`config.mk`:
```
export PLATFORM = sky130hd
export DESIGN_NAME = sparse_polynomial_add_unit
export DESIGN_NICKNAME = d
export VERILOG_FILES = /design/src/rtl/spa_pkg.sv /design/src/rtl/sparse_polynomial_add_unit.sv /design/src/rtl/spa_cell.sv /design/src/rtl/spa_chain.sv
export SDC_FILE = /design/constraint.sdc
export NUM_CORES = 2
export LEC_CHECK = 0
export BUFFER_PORTS_ARGS = -buffer_cell sky130_fd_sc_hd__buf_2
export CAP_MARGIN = 20
export CORE_ASPECT_RATIO = 0.5
export CORE_MARGIN = 5
export CORE_UTILIZATION = 26
export CTS_BUF_LIST = sky130_fd_sc_hd__clkbuf_8
export CTS_CLUSTER_DIAMETER = 30
export DETAILED_ROUTE_END_ITERATION = 10
export SLEW_MARGIN = 20
export SYNTH_ARGS = -nofsm -noshare
export SYNTH_HDL_FRONTEND = slang
export SYNTH_SLANG_ARGS = --single-unit
```
`constraint.sdc`:
```
create_clock -name clk -period 5.8 [get_ports clk]
set_input_delay 0.58 -clock clk [delete_from_list [all_inputs] [get_ports clk]]
set_output_delay 0.58 -clock clk [all_outputs]
set_load 0.01 [all_outputs]
```
`src/rtl/spa_pkg.sv`:
```
// Shared types and constants for the sparse polynomial add unit.
// Holds the request and result structs, the term type and the cell operation codes.
// No dependencies.
package spa_pkg;

	// Default number of terms each polynomial store can hold.
	localparam int unsigned MAX_TERMS_DEF = 16;

	// Request codes carried in req_type.
	localparam logic [1:0] REQ_TERM_A = 2'd0;
	localparam logic [1:0] REQ_TERM_B = 2'd1;
	localparam logic [1:0] REQ_FINISH = 2'd2;

	// One request item.
	typedef struct packed {
		logic [1:0]          req_type;
		logic signed [15:0]  term_coeff;
		logic [15:0]         term_power;
	} req_t;

	// One result item.
	typedef struct packed {
		logic signed [16:0]  sum_coeff;
		logic [15:0]         sum_power;
		logic                last_term;
		logic                empty_sum;
		logic                terms_dropped;
	} rsp_t;

	// One stored polynomial term.
	typedef struct packed {
		logic signed [15:0]  coeff;
		logic [15:0]         power;
	} term_t;

	// What every cell of a chain does in a cycle.
	typedef enum logic [1:0] {
		CELL_HOLD,
		CELL_INSERT,
		CELL_SHIFT
	} cell_op_t;

endpackage

```
`src/rtl/sparse_polynomial_add_unit.sv`:
```
// Sparse polynomial add unit: two sorted term chains and the merge control.
// Depends on spa_pkg and instantiates spa_chain.
//
// Terms of polynomials A and B load one per cycle while no merge runs; each
// load drops into its place in a row of cells that keeps the polynomial
// sorted by descending power, and a term for a full store is dropped and
// flagged. A finish item merges the two chain heads one sum term per cycle
// while the result side does not stall, shifting the chains toward the head
// as terms are used; a finish gives one result per power step of the merge,
// at least one and at most 2*MAX_TERMS. Requests are stalled from the cycle
// after a finish is taken until its last result has moved into the output
// register; loads are taken while that result still waits.
module sparse_polynomial_add_unit #(
	parameter int unsigned MAX_TERMS = spa_pkg::MAX_TERMS_DEF
) (
	input  logic          clk,
	input  logic          arst_n,
	input  logic          req_valid,
	output logic          req_stall,
	input  spa_pkg::req_t req,
	output logic          rsp_valid,
	input  logic          rsp_stall,
	output spa_pkg::rsp_t rsp
);

	localparam int unsigned CW = $clog2(MAX_TERMS + 1);

	logic              busy_q;
	logic              overflow_q;
	logic [CW-1:0]     count_a_q;
	logic [CW-1:0]     count_b_q;
	logic              rsp_valid_q;
	spa_pkg::rsp_t     rsp_q;

	spa_pkg::cell_op_t op_a;
	spa_pkg::cell_op_t op_b;
	spa_pkg::term_t    ins;
	spa_pkg::term_t    head_a;
	spa_pkg::term_t    head_b;

	logic              req_xfer;
	logic              load_a;
	logic              load_b;
	logic              full_a;
	logic              full_b;
	logic              emit_go;
	logic              has_a;
	logic              has_b;
	logic              take_a;
	logic              take_b;
	logic [CW-1:0]     next_a;
	logic [CW-1:0]     next_b;
	logic              emit_last;
	logic              emit_empty;
	logic signed [16:0] emit_coeff;
	logic [15:0]       emit_power;

	// Request side: one transfer per cycle unless a merge is running.
	assign req_stall = busy_q;
	assign req_xfer  = req_valid && !busy_q;
	assign full_a    = (count_a_q == CW'(MAX_TERMS));
	assign full_b    = (count_b_q == CW'(MAX_TERMS));
	assign load_a    = req_xfer && (req.req_type == spa_pkg::REQ_TERM_A);
	assign load_b    = req_xfer && (req.req_type == spa_pkg::REQ_TERM_B);
	assign ins.coeff = req.term_coeff;
	assign ins.power = req.term_power;

	// Merge step: pick the higher head, or both when the powers match.
	assign emit_go    = busy_q && (!rsp_valid_q || !rsp_stall);
	assign has_a      = (count_a_q != '0);
	assign has_b      = (count_b_q != '0);
	assign take_a     = has_a && (!has_b || (head_a.power >= head_b.power));
	assign take_b     = has_b && (!has_a || (head_b.power >= head_a.power));
	assign emit_empty = !has_a && !has_b;
	assign next_a     = count_a_q - CW'(take_a);
	assign next_b     = count_b_q - CW'(take_b);
	assign emit_last  = (next_a == '0) && (next_b == '0);
	assign emit_coeff = (take_a ? 17'(head_a.coeff) : 17'sd0)
		+ (take_b ? 17'(head_b.coeff) : 17'sd0);
	assign emit_power = take_a ? head_a.power : (take_b ? head_b.power : 16'd0);

	// Chain operations: insert on a load with room, shift when the head is used.
	always_comb begin
		op_a = spa_pkg::CELL_HOLD;
		op_b = spa_pkg::CELL_HOLD;
		if (load_a && !full_a) begin
			op_a = spa_pkg::CELL_INSERT;
		end else if (emit_go && take_a) begin
			op_a = spa_pkg::CELL_SHIFT;
		end
		if (load_b && !full_b) begin
			op_b = spa_pkg::CELL_INSERT;
		end else if (emit_go && take_b) begin
			op_b = spa_pkg::CELL_SHIFT;
		end
	end

	spa_chain #(.MAX_TERMS(MAX_TERMS)) u_chain_a (
		.clk   (clk),
		.op    (op_a),
		.ins   (ins),
		.count (count_a_q),
		.head  (head_a)
	);

	spa_chain #(.MAX_TERMS(MAX_TERMS)) u_chain_b (
		.clk   (clk),
		.op    (op_b),
		.ins   (ins),
		.count (count_b_q),
		.head  (head_b)
	);

	// Counts, drop flag and merge state.
	always_ff @(posedge clk or negedge arst_n) begin
		if (!arst_n) begin
			busy_q     <= 1'b0;
			overflow_q <= 1'b0;
			count_a_q  <= '0;
			count_b_q  <= '0;
		end else if (emit_go) begin
			count_a_q <= next_a;
			count_b_q <= next_b;
			if (emit_last) begin
				busy_q     <= 1'b0;
				overflow_q <= 1'b0;
			end
		end else if (req_xfer) begin
			if (load_a) begin
				if (full_a) begin
					overflow_q <= 1'b1;
				end else begin
					count_a_q <= count_a_q + CW'(1);
				end
			end
			if (load_b) begin
				if (full_b) begin
					overflow_q <= 1'b1;
				end else begin
					count_b_q <= count_b_q + CW'(1);
				end
			end
			if (req.req_type == spa_pkg::REQ_FINISH) begin
				busy_q <= 1'b1;
			end
		end
	end

	// Output register valid flag.
	always_ff @(posedge clk or negedge arst_n) begin
		if (!arst_n) begin
			rsp_valid_q <= 1'b0;
		end else if (emit_go) begin
			rsp_valid_q <= 1'b1;
		end else if (!rsp_stall) begin
			rsp_valid_q <= 1'b0;
		end
	end

	// Output register payload.
	always_ff @(posedge clk) begin
		if (emit_go) begin
			rsp_q.sum_coeff     <= emit_coeff;
			rsp_q.sum_power     <= emit_power;
			rsp_q.last_term     <= emit_last;
			rsp_q.empty_sum     <= emit_empty;
			rsp_q.terms_dropped <= overflow_q;
		end
	end

	assign rsp_valid = rsp_valid_q;
	assign rsp       = rsp_q;

	// An empty sum is always the only, and so the last, result of its run.
	a_empty_is_last: assert property (@(posedge clk) disable iff (!arst_n)
		rsp_valid |-> (!rsp.empty_sum || rsp.last_term))
		else $error("empty sum result not marked last");

	// A taken finish holds off further requests until the merge ends.
	a_finish_stalls: assert property (@(posedge clk) disable iff (!arst_n)
		(req_valid && !req_stall && req.req_type == spa_pkg::REQ_FINISH) |=> req_stall)
		else $error("request not stalled after finish");

	// The last result of a merge ends the run and clears both stores.
	a_last_ends_run: assert property (@(posedge clk) disable iff (!arst_n)
		(emit_go && emit_last) |=> (!busy_q && count_a_q == '0 && count_b_q == '0))
		else $error("merge did not end after last result");

	// Neither store count ever passes the store depth.
	a_count_bound: assert property (@(posedge clk) disable iff (!arst_n)
		(count_a_q <= CW'(MAX_TERMS)) && (count_b_q <= CW'(MAX_TERMS)))
		else $error("store count beyond depth");

endmodule

```
`src/rtl/spa_cell.sv`:
```
// One cell of a sorted term chain: holds a single term.
// Depends on spa_pkg for the term type and the cell operation codes.
module spa_cell (
	input  logic              clk,
	input  spa_pkg::cell_op_t op,
	input  spa_pkg::term_t    ins,
	input  spa_pkg::term_t    left,
	input  spa_pkg::term_t    right,
	input  logic              left_ge,
	input  logic              in_range,
	output spa_pkg::term_t    data,
	output logic              ge
);

	spa_pkg::term_t data_q;

	// The cell keeps its term on insert when it holds a power at least as high.
	assign ge   = in_range && (data_q.power >= ins.power);
	assign data = data_q;

	// Insert takes the new term at the boundary and the left term past it;
	// shift moves the chain one place toward the head.
	always_ff @(posedge clk) begin
		unique case (op)
			spa_pkg::CELL_HOLD: begin
				data_q <= data_q;
			end
			spa_pkg::CELL_INSERT: begin
				if (!ge) begin
					data_q <= left_ge ? ins : left;
				end
			end
			spa_pkg::CELL_SHIFT: begin
				data_q <= right;
			end
			default: begin
				data_q <= data_q;
			end
		endcase
	end

endmodule

```
`src/rtl/spa_chain.sv`:
```
// A row of term cells that keeps one polynomial sorted by descending power.
// Depends on spa_pkg and instantiates spa_cell.
module spa_chain #(
	parameter int unsigned MAX_TERMS = spa_pkg::MAX_TERMS_DEF,
	localparam int unsigned CW = $clog2(MAX_TERMS + 1)
) (
	input  logic              clk,
	input  spa_pkg::cell_op_t op,
	input  spa_pkg::term_t    ins,
	input  logic [CW-1:0]     count,
	output spa_pkg::term_t    head
);

	spa_pkg::term_t cell_data [MAX_TERMS];
	logic           cell_ge   [MAX_TERMS];

	// Each cell sees the new term and both neighbors; the ends are tied off.
	for (genvar i = 0; i < MAX_TERMS; i++) begin : g_cell
		spa_pkg::term_t left_data;
		spa_pkg::term_t right_data;
		logic           left_ge;

		if (i == 0) begin : g_first
			assign left_data = ins;
			assign left_ge   = 1'b1;
		end else begin : g_mid
			assign left_data = cell_data[i-1];
			assign left_ge   = cell_ge[i-1];
		end

		if (i == MAX_TERMS - 1) begin : g_last
			assign right_data = cell_data[i];
		end else begin : g_inner
			assign right_data = cell_data[i+1];
		end

		spa_cell u_cell (
			.clk      (clk),
			.op       (op),
			.ins      (ins),
			.left     (left_data),
			.right    (right_data),
			.left_ge  (left_ge),
			.in_range (CW'(i) < count),
			.data     (cell_data[i]),
			.ge       (cell_ge[i])
		);
	end

	assign head = cell_data[0];

endmodule
```
==> impl_results.md <==
- Slew Limit Fails: 0
- 1st-pass router iterations: 7
- Worst-margin pin slew: 1.22 ns
- Rows: 143
- Relative slew slack: 0.189
- Tot GR Track Use: 0.178
- Layout cell share with drive strength beyond 1: 0.185
- Count leader, synth: edfxtp_1
- Hold Vio Cnt, Final: 0
- Post-synth EDFFs: 1,060
- Syn_nets: 8,817
- Placeable Area: 304,000 µm²
- Routability cong.: 0.885
- Largest net degree at the start of global routing: 221
- Final Cycle Share: 0.917
- # setup viols final: 0
- Initial antenna violation count: 10
- First-pass GRT wire length: 453,000 µm
- Vias/cell: 6.06
- Routed WL: 300,000 µm
- Synth async-reset ratio: 0.0121
- R2R depth: 16
- R2r endpoint: rsp[35]$_DFFE_PP_
- I/O Pins: 76
- Buffer levels on the longest clock path: 4
- CTS tree: yes
- WHS Path Cells: 3
- Vias in the first global route: 72,000
- RSZ-0062 raised after global routing: false
- Total number of vias: 74,100
- Register area: 32,200 µm²
- R2r setup slk: 0.48 ns
- Worst Hold Launch: req[8]
- DIE AREA: 318,000 µm²
- Post-synthesis cell area: 79,500 µm²
- Period minus WS final: 5.32 ns
- Worst Setup Start Kind: register
- Post-CTS Setup Inserts: 0
- Worst Hold Class: in -> reg
- Reg2reg start: u_chain_a.g_cell[0].u_cell.data[14]$_DFFE_PP_
- Die span in y: 401 µm
- Max Cap Viol: 0
- Nets@finish: 8,529
- Worst-path clk slew: 0.05 ns
- CTS H-tree lvls: 5
- Total CTS buffers: 307
- First DRT Iteration DRCs: 9,191
- Synth area leaders: edfxtp_1, ha_1, mux2_2
- Root buf cell: clkbuf_8
- Outcome: finished, final reports clean
- Post-synth cell types: 90
- Top FF cell, synth: edfxtp_1
- Dpl hpwl: 195,000 µm
- Hold EP: u_chain_a.g_cell[0].u_cell.data[8]$_DFFE_PP_
- #FFs+latches synth: 1,073
- Syn_area_per_cell: 9.67 µm²
- Multi-input gate area: 43,600 µm²
- Sequential-to-total area share from yosys stat: 0.404
- Clk_skew: 0.0884 ns
- Syn Inst Count: 8,226
- Synth warn: 0
- Post-route DRC: 0
- Clock sinks: 1,073
- Initial Util: 0.261
- # fillers: 31,500
- Critical path data arrival time: 6.15 ns
- Top post-synthesis cells by count: edfxtp_1, nand2_1, clkbuf_1, a31oi_1, ha_1
- CP Max Fanout: 12
- Setup TNS Final: 0 ns
- Clk_lat worst skew: 1.04 ns
- Req. time, crit path: 6.63 ns
- Yosys top cell by area: edfxtp_1
- Max Clock Freq: 188 MHz
- Routed Antenna Nets: 0
- P&R area growth vs syn: 13.7%
- CP endpoint kind: register
- Input/output buffers: 75
- DR WL/cell: 24.6 µm
- Die Span X: 792 µm
- Overflow after GRT: 0
- Share of the synthesized area in the top cell type: 0.400
- CP Class: reg -> reg
[cells in the final DEF, fill, tap and decap left out, types with 174 or more instances in the layout]
master	synthesis	routed
edfxtp_1	1060	1060
nand2_1	804	802
a31oi_1	683	683
ha_1	552	552
mux2_2	537	537
nand3_1	470	470
nor3_1	455	449
o21ai_0	433	410
a211oi_1	401	395
clkbuf_8	0	320
buf_4	3	264
a32oi_1	224	224
o211ai_1	220	220
a21oi_1	177	174
[metal layers]
metal  global-route usage  share of wire
met3               0.0375          0.092
met1                0.231           0.40
met4               0.0870          0.050
met5                    0        0.00016
met2                0.283           0.46
[cell families (layout without fill, tap and decap cells)]
group	after synthesis	after routing	synth area share
and+or+nand+nor	2155	2155	0.125
muxes	653	653	0.0908
adders and majority gates	553	553	0.0871
AOI/OAI and AO/OA	2722	2722	0.236
DFF	1073	1073	0.404
buffers and inverters	1049	977	0.0540
other	0	6	0
xor gates and xnor gates	21	21	0.00231
[cell type report]
type                    count  share of cell area
clock buffers             320              0.0487
multi-input cells        6104               0.483
repair buffers            370              0.0319
clock inverters           205              0.0213
well taps                4060              0.0562
diodes                      6            0.000166
inverters                  82             0.00349
flip-flops and latches   1073               0.356
[flip-flops by register name (all words and copies together) (netlist names)]
signal                        count
count_a_q                         5
count_b_q                         5
overflow_q                        1
req_stall                         1
rsp                              36
rsp_valid                         1
u_chain_a.g_cell.u_cell.data    512
u_chain_b.g_cell.u_cell.data    512
[critical path, cell delays in order, from the launching register on]
cell	delay (ns)
edfxtp_1	0.40
inv_1	0.06
ha_1	0.33
nand4_1	0.16
or2_2	0.34
a211oi_2	0.33
nor3_4	0.08
a21oi_1	0.80
buf_4	0.31
and2_1	0.14
ha_1	0.26
o21a_1	0.15
a2111oi_0	0.67
o21bai_1	0.20
a41oi_1	0.43
o21ai_0	0.16
o311ai_0	0.29
[through the flow]
stage | cell area [µm²] | setup slack [ns] | hold WS, ns | std cells | utilization
global placement | 83900 | 0.618 | 0.535 | 11700 | 0.276
detailed placement | 83900 | 0.552 | 0.545 | 11700 | 0.276
finish | 90400 | 0.481 | 0.172 | 12200 | 0.297
floorplan | 79500 | 0.0326 | 0.284 | 8226 | -
global route | 90400 | 0.334 | 0.116 | 12200 | 0.297
CTS | 90300 | 0.544 | 0.102 | 12200 | 0.297
[how the worst max path moves through the flow]
stage	startpoint	end	slack, ns	depth (start not counted)
5_1_grt	u_chain_a.g_cell[0].u_cell.data[14]$_DFFE_PP_	rsp[35]$_DFFE_PP_	0.33	16
3_3_place_gp	u_chain_a.g_cell[0].u_cell.data[14]$_DFFE_PP_	rsp[35]$_DFFE_PP_	0.62	16
2_1_floorplan	req[9]	u_chain_a.g_cell[6].u_cell.data[0]$_DFFE_PP_	0.03	9
6_report	u_chain_a.g_cell[0].u_cell.data[14]$_DFFE_PP_	rsp[35]$_DFFE_PP_	0.48	16
3_5_place_dp	u_chain_b.g_cell[0].u_cell.data[14]$_DFFE_PP_	rsp[35]$_DFFE_PP_	0.55	15
4_1_cts	u_chain_a.g_cell[0].u_cell.data[14]$_DFFE_PP_	rsp[35]$_DFFE_PP_	0.54	16
[repair_timing]
item                      in CTS  in global routing
resized for setup              0                  0
hold buffers                   9                  0
hold endpoints to repair      16                  0
Power is left out: the tool's default activity adds up to more than one toggle a clock period on the data nets, which glitch-free logic cannot reach.
